<file path="config.mk">
export PLATFORM = sky130hd
export DESIGN_NAME = cube_direction_to_face_uv_flat
export DESIGN_NICKNAME = d
export VERILOG_FILES = /design/src/hw/rtl/cdfu_pkg.sv /design/src/hw/rtl/cdfu_channels.sv /design/src/hw/rtl/cdfu_select_stage.sv /design/src/hw/rtl/cdfu_prep_stage.sv /design/src/hw/rtl/cdfu_div_stage.sv /design/src/hw/rtl/cdfu_out_stage.sv /design/src/hw/rtl/cube_direction_to_face_uv.sv /design/src/flat_wrapper.sv
export SDC_FILE = /design/constraint.sdc
export NUM_CORES = 2
export LEC_CHECK = 0
export ABC_AREA = 1
export BUFFER_PORTS_ARGS = -buffer_cell sky130_fd_sc_hd__buf_2
export CAP_MARGIN = 20
export CORE_MARGIN = 3
export CORE_UTILIZATION = 65
export DETAILED_ROUTE_END_ITERATION = 6
export GPL_ROUTABILITY_DRIVEN = 1
export GPL_TIMING_DRIVEN = 0
export PLACE_DENSITY = 0.86
export SLEW_MARGIN = 10
export SYNTH_ARGS = -nofsm -noshare
export SYNTH_HDL_FRONTEND = slang
export SYNTH_SLANG_ARGS = --single-unit
</file>
<file path="constraint.sdc">
create_clock -name clock -period 8.6 [get_ports clock]
set_clock_uncertainty 0.1 [all_clocks]
set_input_delay 0 -clock clock [delete_from_list [all_inputs] [get_ports clock]]
set_output_delay 0 -clock clock [all_outputs]
set_load 0.02 [all_outputs]
</file>
<file path="src/hw/rtl/cdfu_pkg.sv">
// ----------------------------------------------------------------------------
// cdfu_pkg
// Widths, face codes and pipeline payload types for the cube face/uv block.
// ----------------------------------------------------------------------------
package cdfu_pkg;

   // Direction component and face coordinate widths
   localparam int COMP_W    = 16;
   localparam int UV_FRAC_W = 16;
   localparam int FACE_W    = 3;

   // Divider: quotient bits resolved per pipeline stage
   localparam int DIV_STEP_N = 4;
   localparam int DIV_STAGES = (UV_FRAC_W + DIV_STEP_N - 1) / DIV_STEP_N;
   localparam int DIV_BITS   = DIV_STAGES * DIV_STEP_N;

   localparam logic [UV_FRAC_W-1:0] UV_CENTER = {1'b1, {(UV_FRAC_W-1){1'b0}}};
   localparam logic [UV_FRAC_W-1:0] UV_MAX    = {UV_FRAC_W{1'b1}};

   typedef enum logic [FACE_W-1:0] {
      FACE_POS_X = 3'd0,
      FACE_NEG_X = 3'd1,
      FACE_POS_Y = 3'd2,
      FACE_NEG_Y = 3'd3,
      FACE_POS_Z = 3'd4,
      FACE_NEG_Z = 3'd5
   } face_type;

   // How a coordinate is finished at the output
   typedef enum logic [1:0] {
      UV_MODE_DIV,
      UV_MODE_SAT,
      UV_MODE_MID
   } uv_mode_type;

   // After face selection
   typedef struct packed {
      face_type                 face;
      logic [COMP_W-1:0]        major;
      logic signed [COMP_W:0]   minor_u;
      logic signed [COMP_W:0]   minor_v;
   } sel_word_type;

   // One divider lane: partial remainder and quotient so far
   typedef struct packed {
      logic [COMP_W:0]   rem;
      logic [DIV_BITS-1:0] quo;
      uv_mode_type       mode;
   } div_lane_type;

   typedef struct packed {
      face_type          face;
      logic [COMP_W-1:0] major;
      div_lane_type      lane_u;
      div_lane_type      lane_v;
   } div_word_type;

endpackage

</file>
<file path="src/hw/rtl/cdfu_channels.sv">
// ----------------------------------------------------------------------------
// cdfu channel interfaces
// Valid/ready channels for direction items in and face/uv items out.
// ----------------------------------------------------------------------------
interface cdfu_req_if;
   import cdfu_pkg::*;

   logic                     valid;
   logic                     ready;
   logic signed [COMP_W-1:0] dir_x;
   logic signed [COMP_W-1:0] dir_y;
   logic signed [COMP_W-1:0] dir_z;

   modport source (output valid, output dir_x, output dir_y, output dir_z, input ready);
   modport sink   (input valid, input dir_x, input dir_y, input dir_z, output ready);
endinterface

interface cdfu_rsp_if;
   import cdfu_pkg::*;

   logic                 valid;
   logic                 ready;
   logic [FACE_W-1:0]    face;
   logic [UV_FRAC_W-1:0] image_u;
   logic [UV_FRAC_W-1:0] image_v;

   modport source (output valid, output face, output image_u, output image_v, input ready);
   modport sink   (input valid, input face, input image_u, input image_v, output ready);
endinterface

</file>
<file path="src/hw/rtl/cdfu_select_stage.sv">
// ----------------------------------------------------------------------------
// cdfu_select_stage
// Picks the cube face by largest magnitude and the signed minor components.
// ----------------------------------------------------------------------------
module cdfu_select_stage (
   input  logic                             clock,
   input  logic                             reset,
   input  logic                             up_valid,
   output logic                             up_ready,
   input  logic signed [cdfu_pkg::COMP_W-1:0] dir_x,
   input  logic signed [cdfu_pkg::COMP_W-1:0] dir_y,
   input  logic signed [cdfu_pkg::COMP_W-1:0] dir_z,
   output logic                             dn_valid,
   input  logic                             dn_ready,
   output cdfu_pkg::sel_word_type           dn_data
);
   import cdfu_pkg::*;

   logic signed [COMP_W:0] x_ext, y_ext, z_ext;
   logic signed [COMP_W:0] x_neg, y_neg, z_neg;
   logic [COMP_W:0]        ax_full, ay_full, az_full;
   logic [COMP_W-1:0]      ax, ay, az;
   sel_word_type           word_in, word_ff;
   logic                   valid_in, valid_ff;

   // Widen by one bit so the most negative value negates exactly
   always_comb begin
      x_ext   = {dir_x[COMP_W-1], dir_x};
      y_ext   = {dir_y[COMP_W-1], dir_y};
      z_ext   = {dir_z[COMP_W-1], dir_z};
      x_neg   = -x_ext;
      y_neg   = -y_ext;
      z_neg   = -z_ext;
      ax_full = x_ext[COMP_W] ? x_neg : x_ext;
      ay_full = y_ext[COMP_W] ? y_neg : y_ext;
      az_full = z_ext[COMP_W] ? z_neg : z_ext;
      ax      = ax_full[COMP_W-1:0];
      ay      = ay_full[COMP_W-1:0];
      az      = az_full[COMP_W-1:0];
   end

   // Select face: x wins ties over y, y over z; zero or more is the positive face
   always_comb begin
      word_in = word_ff;
      if (ax >= ay && ax >= az) begin
         word_in.major   = ax;
         word_in.minor_v = y_neg;
         if (!x_ext[COMP_W]) begin
            word_in.face    = FACE_POS_X;
            word_in.minor_u = z_neg;
         end else begin
            word_in.face    = FACE_NEG_X;
            word_in.minor_u = z_ext;
         end
      end else if (ay >= az) begin
         word_in.major   = ay;
         word_in.minor_u = x_ext;
         if (!y_ext[COMP_W]) begin
            word_in.face    = FACE_POS_Y;
            word_in.minor_v = z_ext;
         end else begin
            word_in.face    = FACE_NEG_Y;
            word_in.minor_v = z_neg;
         end
      end else begin
         word_in.major   = az;
         word_in.minor_v = y_neg;
         if (!z_ext[COMP_W]) begin
            word_in.face    = FACE_POS_Z;
            word_in.minor_u = x_ext;
         end else begin
            word_in.face    = FACE_NEG_Z;
            word_in.minor_u = x_neg;
         end
      end
   end

   // Advance when the stage is empty or its content moves on
   assign up_ready = !valid_ff || dn_ready;
   assign valid_in = up_ready ? up_valid : valid_ff;

   always_ff @(posedge clock) begin
      if (reset) begin
         valid_ff <= 1'b0;
      end else begin
         valid_ff <= valid_in;
      end
   end

   always_ff @(posedge clock) begin
      if (up_ready && up_valid) begin
         word_ff <= word_in;
      end
   end

   assign dn_valid = valid_ff;
   assign dn_data  = word_ff;

endmodule

</file>
<file path="src/hw/rtl/cdfu_prep_stage.sv">
// ----------------------------------------------------------------------------
// cdfu_prep_stage
// Forms the divider numerators and flags the saturated and centered cases.
// ----------------------------------------------------------------------------
module cdfu_prep_stage (
   input  logic                   clock,
   input  logic                   reset,
   input  logic                   up_valid,
   output logic                   up_ready,
   input  cdfu_pkg::sel_word_type up_data,
   output logic                   dn_valid,
   input  logic                   dn_ready,
   output cdfu_pkg::div_word_type dn_data
);
   import cdfu_pkg::*;

   div_word_type word_in, word_ff;
   logic         valid_in, valid_ff;

   // Numerator m + s, never below zero since |s| <= m
   function automatic div_lane_type prep_lane(logic signed [COMP_W:0] minor,
                                              logic [COMP_W-1:0] major);
      logic signed [COMP_W+1:0] num;
      logic [COMP_W:0]          num_pos;
      div_lane_type             lane;
      num     = $signed({2'b00, major}) + $signed({minor[COMP_W], minor});
      num_pos = num[COMP_W+1] ? '0 : num[COMP_W:0];
      lane.rem = num_pos;
      lane.quo = '0;
      if (major == '0) begin
         lane.mode = UV_MODE_MID;
      end else if (num_pos >= {major, 1'b0}) begin
         lane.mode = UV_MODE_SAT;
      end else begin
         lane.mode = UV_MODE_DIV;
      end
      return lane;
   endfunction

   always_comb begin
      word_in.face   = up_data.face;
      word_in.major  = up_data.major;
      word_in.lane_u = prep_lane(up_data.minor_u, up_data.major);
      word_in.lane_v = prep_lane(up_data.minor_v, up_data.major);
   end

   // Advance when the stage is empty or its content moves on
   assign up_ready = !valid_ff || dn_ready;
   assign valid_in = up_ready ? up_valid : valid_ff;

   always_ff @(posedge clock) begin
      if (reset) begin
         valid_ff <= 1'b0;
      end else begin
         valid_ff <= valid_in;
      end
   end

   always_ff @(posedge clock) begin
      if (up_ready && up_valid) begin
         word_ff <= word_in;
      end
   end

   assign dn_valid = valid_ff;
   assign dn_data  = word_ff;

endmodule

</file>
<file path="src/hw/rtl/cdfu_div_stage.sv">
// ----------------------------------------------------------------------------
// cdfu_div_stage
// One stage of the restoring divider: DIV_STEP_N quotient bits per lane.
// ----------------------------------------------------------------------------
module cdfu_div_stage (
   input  logic                   clock,
   input  logic                   reset,
   input  logic                   up_valid,
   output logic                   up_ready,
   input  cdfu_pkg::div_word_type up_data,
   output logic                   dn_valid,
   input  logic                   dn_ready,
   output cdfu_pkg::div_word_type dn_data
);
   import cdfu_pkg::*;

   div_word_type word_in, word_ff;
   logic         valid_in, valid_ff;

   // Compare, subtract, shift: one quotient bit per step
   function automatic div_lane_type div_steps(div_lane_type lane, logic [COMP_W-1:0] major);
      logic [COMP_W:0]     rem;
      logic [DIV_BITS-1:0] quo;
      logic [COMP_W:0]     major_x;
      logic                bit_q;
      div_lane_type        res;
      rem     = lane.rem;
      quo     = lane.quo;
      major_x = {1'b0, major};
      for (int k = 0; k < DIV_STEP_N; k++) begin
         bit_q = (rem >= major_x);
         if (bit_q) begin
            rem = rem - major_x;
         end
         rem = {rem[COMP_W-1:0], 1'b0};
         quo = {quo[DIV_BITS-2:0], bit_q};
      end
      res.rem  = rem;
      res.quo  = quo;
      res.mode = lane.mode;
      return res;
   endfunction

   always_comb begin
      word_in.face   = up_data.face;
      word_in.major  = up_data.major;
      word_in.lane_u = div_steps(up_data.lane_u, up_data.major);
      word_in.lane_v = div_steps(up_data.lane_v, up_data.major);
   end

   // Advance when the stage is empty or its content moves on
   assign up_ready = !valid_ff || dn_ready;
   assign valid_in = up_ready ? up_valid : valid_ff;

   always_ff @(posedge clock) begin
      if (reset) begin
         valid_ff <= 1'b0;
      end else begin
         valid_ff <= valid_in;
      end
   end

   always_ff @(posedge clock) begin
      if (up_ready && up_valid) begin
         word_ff <= word_in;
      end
   end

   assign dn_valid = valid_ff;
   assign dn_data  = word_ff;

endmodule

</file>
<file path="src/hw/rtl/cdfu_out_stage.sv">
// ----------------------------------------------------------------------------
// cdfu_out_stage
// Finishes each coordinate (quotient, saturation or center) into the output.
// ----------------------------------------------------------------------------
module cdfu_out_stage (
   input  logic                              clock,
   input  logic                              reset,
   input  logic                              up_valid,
   output logic                              up_ready,
   input  cdfu_pkg::div_word_type            up_data,
   output logic                              dn_valid,
   input  logic                              dn_ready,
   output logic [cdfu_pkg::FACE_W-1:0]       dn_face,
   output logic [cdfu_pkg::UV_FRAC_W-1:0]    dn_image_u,
   output logic [cdfu_pkg::UV_FRAC_W-1:0]    dn_image_v
);
   import cdfu_pkg::*;

   logic [FACE_W-1:0]    face_in, face_ff;
   logic [UV_FRAC_W-1:0] u_in, u_ff;
   logic [UV_FRAC_W-1:0] v_in, v_ff;
   logic                 valid_in, valid_ff;

   // Drop the extra trailing quotient bits; floor of a floor stays exact
   function automatic logic [UV_FRAC_W-1:0] finish(div_lane_type lane);
      logic [UV_FRAC_W-1:0] res;
      case (lane.mode)
         UV_MODE_DIV: res = lane.quo[DIV_BITS-1 -: UV_FRAC_W];
         UV_MODE_SAT: res = UV_MAX;
         UV_MODE_MID: res = UV_CENTER;
         default:     res = UV_CENTER;
      endcase
      return res;
   endfunction

   always_comb begin
      face_in = up_data.face;
      u_in    = finish(up_data.lane_u);
      v_in    = finish(up_data.lane_v);
   end

   // Hold a result while the sink stalls, take a new item once it leaves
   assign up_ready = !valid_ff || dn_ready;
   assign valid_in = up_ready ? up_valid : valid_ff;

   always_ff @(posedge clock) begin
      if (reset) begin
         valid_ff <= 1'b0;
      end else begin
         valid_ff <= valid_in;
      end
   end

   always_ff @(posedge clock) begin
      if (up_ready && up_valid) begin
         face_ff <= face_in;
         u_ff    <= u_in;
         v_ff    <= v_in;
      end
   end

   assign dn_valid   = valid_ff;
   assign dn_face    = face_ff;
   assign dn_image_u = u_ff;
   assign dn_image_v = v_ff;

endmodule

</file>
<file path="src/hw/rtl/cube_direction_to_face_uv.sv">
// ----------------------------------------------------------------------------
// cube_direction_to_face_uv
// Cube-map face selection and Q0.16 face coordinate projection, pipelined.
// ----------------------------------------------------------------------------
// Pipeline: seven register stages (select, prep, four divider stages of four quotient
//   bits each, output) lie between an accepted item and its result.
// Throughput: one item per cycle while the sink takes results; the divider is fully pipelined per stage.
// Stalls collapse bubbles: each stage takes an item when empty or draining.
// Reset: synchronous, clears every stage valid bit; no payload is cleared.
module cube_direction_to_face_uv (
   input  logic        clock,
   input  logic        reset,
   cdfu_req_if.sink    req_chan,
   cdfu_rsp_if.source  rsp_chan
);
   import cdfu_pkg::*;

   sel_word_type      sel_data;
   logic              sel_valid, sel_ready;
   div_word_type      div_data [DIV_STAGES+1];
   logic [DIV_STAGES:0] div_valid;
   logic [DIV_STAGES:0] div_ready;

   // Face selection
   cdfu_select_stage u_select (
      .clock    (clock),
      .reset    (reset),
      .up_valid (req_chan.valid),
      .up_ready (req_chan.ready),
      .dir_x    (req_chan.dir_x),
      .dir_y    (req_chan.dir_y),
      .dir_z    (req_chan.dir_z),
      .dn_valid (sel_valid),
      .dn_ready (sel_ready),
      .dn_data  (sel_data)
   );

   // Numerators and special cases
   cdfu_prep_stage u_prep (
      .clock    (clock),
      .reset    (reset),
      .up_valid (sel_valid),
      .up_ready (sel_ready),
      .up_data  (sel_data),
      .dn_valid (div_valid[0]),
      .dn_ready (div_ready[0]),
      .dn_data  (div_data[0])
   );

   // Divider pipeline
   for (genvar i = 0; i < DIV_STAGES; i++) begin : g_div
      cdfu_div_stage u_div (
         .clock    (clock),
         .reset    (reset),
         .up_valid (div_valid[i]),
         .up_ready (div_ready[i]),
         .up_data  (div_data[i]),
         .dn_valid (div_valid[i+1]),
         .dn_ready (div_ready[i+1]),
         .dn_data  (div_data[i+1])
      );
   end

   // Output register
   cdfu_out_stage u_out (
      .clock      (clock),
      .reset      (reset),
      .up_valid   (div_valid[DIV_STAGES]),
      .up_ready   (div_ready[DIV_STAGES]),
      .up_data    (div_data[DIV_STAGES]),
      .dn_valid   (rsp_chan.valid),
      .dn_ready   (rsp_chan.ready),
      .dn_face    (rsp_chan.face),
      .dn_image_u (rsp_chan.image_u),
      .dn_image_v (rsp_chan.image_v)
   );

endmodule

</file>
<file path="src/flat_wrapper.sv">
// flat-port wrapper written by rule: the top's interface ports become plain ports
module cube_direction_to_face_uv_flat import cdfu_pkg::*;
  (clock, reset, req_chan_valid, req_chan_dir_x, req_chan_dir_y, req_chan_dir_z, req_chan_ready, rsp_chan_valid, rsp_chan_face, rsp_chan_image_u, rsp_chan_image_v, rsp_chan_ready);
  cdfu_req_if req_chan_i ();
  cdfu_rsp_if rsp_chan_i ();
  input  logic clock;
  input  logic reset;
  input wire logic [$bits(req_chan_i.valid)-1:0] req_chan_valid;
  input wire logic [$bits(req_chan_i.dir_x)-1:0] req_chan_dir_x;
  input wire logic [$bits(req_chan_i.dir_y)-1:0] req_chan_dir_y;
  input wire logic [$bits(req_chan_i.dir_z)-1:0] req_chan_dir_z;
  output wire logic [$bits(req_chan_i.ready)-1:0] req_chan_ready;
  output wire logic [$bits(rsp_chan_i.valid)-1:0] rsp_chan_valid;
  output wire logic [$bits(rsp_chan_i.face)-1:0] rsp_chan_face;
  output wire logic [$bits(rsp_chan_i.image_u)-1:0] rsp_chan_image_u;
  output wire logic [$bits(rsp_chan_i.image_v)-1:0] rsp_chan_image_v;
  input wire logic [$bits(rsp_chan_i.ready)-1:0] rsp_chan_ready;
  assign req_chan_i.valid = req_chan_valid;
  assign req_chan_i.dir_x = req_chan_dir_x;
  assign req_chan_i.dir_y = req_chan_dir_y;
  assign req_chan_i.dir_z = req_chan_dir_z;
  assign req_chan_ready = req_chan_i.ready;
  assign rsp_chan_valid = rsp_chan_i.valid;
  assign rsp_chan_face = rsp_chan_i.face;
  assign rsp_chan_image_u = rsp_chan_i.image_u;
  assign rsp_chan_image_v = rsp_chan_i.image_v;
  assign rsp_chan_i.ready = rsp_chan_ready;
  cube_direction_to_face_uv u_core (.clock(clock), .reset(reset), .req_chan(req_chan_i), .rsp_chan(rsp_chan_i));
endmodule
</file>
==> results.md <==
* Status: finished with violations
* Failing checks: hold timing
* Syn avg cell area at 6.95 um2
* WP buf/inv at 11
* Finished Cell Area at 0.0547 mm2
* # rows at 98
* Post-placement cell count at 7,872
* Setup-failing EPs final at 0
* Initial antenna violation count at 4
* Worst-skew pair later-pin latency at 0.61 ns
* Cell Count, Final, Fillers Out at ~8.2k
* Initial DRT Pass Iterations at 7
* Global-route wire length before repair at around 230,000 um
* CP dominant cell by count: nand2_1
* Clock sinks at ~400
* Reg2Reg Setup Slack at 0.04 ns
* Final core utilization at 0.761
* Seq cells post-synth at around 400
* Data required time of the worst path at between 8 and 9 ns
* Startpoint Class: register
* DRC Markers at 0
* Routed len/inst at 19.0 um
* Max Cap Viol at 0
* Iteration-0 DRC Markers at 4,922
* DR vias/cell at 6.03
* Min-Delay Path Class: in2reg
* Data arrival time of the critical path at around 8.8 ns
* Root Buffer: clkbuf_16
* Die width at 276 um
* Largest net degree at the start of global routing at 70
* Slowest Stage Delay on Critical Path at 0.56 ns
* IO Pins at 89
* Max-slew headroom at 0.289
* Slew @ Worst Pin at 1.06 ns
* Achievable Freq at 117 MHz
* Tcrit/Tclk final at 0.995
* RSZ-0062 raised after global routing: yes
* Crit-path max FO at 10
* Minimum clock period at 8.56 ns
* Num CTS Buffers at 45
* Post-detailed-route count of antenna-violating nets at 0
* Clk buf depth at 3
* Vias at 49.6k
* Distinct cells, synth at 65
* IO Port Bufs at 88
* WS Path Type: reg2reg
* Global placement routability congestion at 1.03
* Cell Area, Synth at about 0.047 mm2
* Syn_nets at ~7.5k
* Worst Hold Margin at -0.0239 ns
* Detail Placement HPWL at 115,000 um
* Worst Setup End Kind: register
* Setup_tns at 0 ns
* Total Wirelength at between 150,000 and 200,000 um
* Synth warn at 0
* Max-slew violations at 0
* Tot GR Track Use at 0.378
* H-tree depth at 2
* Fraction of layout cells with a size suffix above 1 at 0.116
* Area post-placement at 0.0493 mm2
* Clk pin slew, worst setup/hold paths at approximately 0.060 ns
* Gr ovfl total at 0
* Initial Utilization at 0.660
* NumNets Final at between 7k and 8k
* Final-report hold violation count at 1
* Die ar. at about 0.076 mm2
* CTS tree: built
* Critical path's slowest cell: edfxtp_1
* Seq/Total Area, Yosys at 0.251
* Die Y at 276 um
* Vias in the first global route at 45.2k
* Core ar. at between 0.07 and 0.08 mm2
* Syn-to-layout area delta at 15.2%
* Post-Syn Instances at ~6.8k
* Worst path top cell family by delay: simple AND/OR/NAND/NOR gates
## placed cells by master, fill, tap and decap left out, drive strengths merged, types with 7 or more instances in the layout
master | synthesis | layout
o21ai | 481 | 481
inv | 740 | 689
nand3 | 431 | 431
a31oi | 36 | 36
dfxtp | 7 | 7
a21boi | 25 | 25
nor4 | 23 | 23
clkinv | 0 | 17
o211ai | 17 | 17
buf | 82 | 374
o21bai | 25 | 25
a21o | 29 | 29
a21oi | 555 | 555
or2 | 45 | 45
o221ai | 20 | 20
ha | 608 | 608
nand2 | 2083 | 2083
nor2 | 538 | 538
xnor2 | 218 | 218
nand3b | 25 | 25
o21a | 19 | 19
a211oi | 19 | 19
nand4 | 67 | 68
edfxtp | 392 | 392
clkbuf | 39 | 96
nor3 | 54 | 54
o31ai | 7 | 7
dlygate4sd3 | 0 | 71
xor2 | 189 | 189
fa | 12 | 12
clkinvlp | 0 | 60
## Yosys cell counts, drive strengths merged
master,instances,share of area
a41oi,4,0.00074
a211oi,19,0.0031
a41o,1,0.00021
o21a,19,0.0030
ha,608,0.16
or4,1,0.00016
and3,4,0.00053
a21o,29,0.0046
inv,740,0.059
o31ai,7,0.0011
o21bai,25,0.0040
a31oi,36,0.0047
a31o,4,0.00074
edfxtp,392,0.25
buf,82,0.011
clkbuf,39,0.0031
xnor2,218,0.040
nor2,538,0.045
o21ai,481,0.051
nand3b,25,0.0040
o211ai,17,0.0027
xor2,189,0.035
nand2,2083,0.17
nor2b,1,0.00013
o221ai,20,0.0037
or2,45,0.0059
a21boi,25,0.0042
and2,6,0.00079
nor3,54,0.0058
or3,2,0.00026
o2111ai,5,0.0011
nor4,23,0.0030
nor3b,4,0.00063
o22ai,2,0.00026
a21oi,555,0.059
fa,12,0.0051
dfxtp,7,0.0030
o41ai,2,0.00037
a221oi,3,0.00055
nand4,67,0.0094
nand3,431,0.048
## tightest hold or removal path, cell delays in order
cell and delay [ns]:
buf_2 0.12, xor2_1 0.08, o21ai_0 0.32
## kinds of logic (layout without fill, tap and decap cells)
logic type      after synthesis  in the layout  share of synthesized area
other cells                   0              1                          0
fa+ha+maj                   620            620                      0.165
buf+inv                     861           1313                     0.0728
simple gates               3284           3285                      0.290
compound gates             1254           1254                      0.145
flops                       399            399                      0.251
xor+xnor                    407            407                     0.0751
## final cells by class
| type | count | area (um2) |
|---|---|---|
| Timing Repair Buffer | 373 | 3060 |
| Inverter | 740 | 3000 |
| Clock inverter | 32 | 370 |
| Antenna cell | 1 | 2.50 |
| Multi-Input combinational cell | 5566 | 33200 |
| Sequential cell | 399 | 11900 |
| Fill cell | 5553 | 17200 |
| Tap cell | 950 | 1190 |
| Buffer | 120 | 783 |
| Clock buffer | 48 | 1160 |
## per-layer routing
| metal | global-route usage | share of wire | vias to the layer above |
|---|---|---|---|
| li1 | - | - | 23900 |
| met1 | 0.487 | 0.39 | 22400 |
| met2 | 0.617 | 0.45 | 2631 |
| met3 | 0.0480 | 0.095 | 676 |
| met4 | 0.206 | 0.065 | 4 |
| met5 | 0 | 0.00017 | - |
## metrics by stage
stage,worst slack [ns],hold slack (ns)
finish,0.0437,-0.0239
global route,-0.238,0.0514
CTS,0.00206,0.0181
detailed placement,-0.778,0.172
global placement,-0.636,0.152
floorplan,1.27,-0.0309
## flip-flops by register name, summed over array words and instances, names as in the netlist
register,count
u_core.g_div.u_div.dn_data,248
u_core.g_div.u_div.dn_valid,4
u_core.u_out.dn_face,3
u_core.u_out.dn_image_u,16
u_core.u_out.dn_image_v,16
u_core.u_out.dn_valid,1
u_core.u_prep.dn_data,56
u_core.u_prep.dn_valid,1
u_core.u_select.dn_data,53
u_core.u_select.dn_valid,1
## what timing repair did
| action | CTS | global route |
|---|---|---|
| resized for setup | 75 | 323 |
| pin swaps | 6 | 50 |
| endpoints found under the setup margin | 96 | 104 |
| endpoints found under the hold margin | 72 | 0 |
| hold buffers | 71 | 0 |
| cloned | 0 | 2 |
| setup buffers | 76 | 128 |
## worst paths after layout
check	from	to	depth (start not counted)
worst max-delay path	u_core.u_prep.dn_data[71]	u_core.g_div[0].u_div.dn_data[68]	51
worst min-delay path	req_chan_dir_y[12]	u_core.u_select.dn_data[12]	3
worst max register to register	u_core.u_prep.dn_data[71]	u_core.g_div[0].u_div.dn_data[68]	51
worst min register to register	u_core.u_prep.dn_data[0]	u_core.g_div[0].u_div.dn_data[0]	0
Power is not shown: default switching activity piles up to over one toggle a cycle in this logic, so the estimate is an artifact.
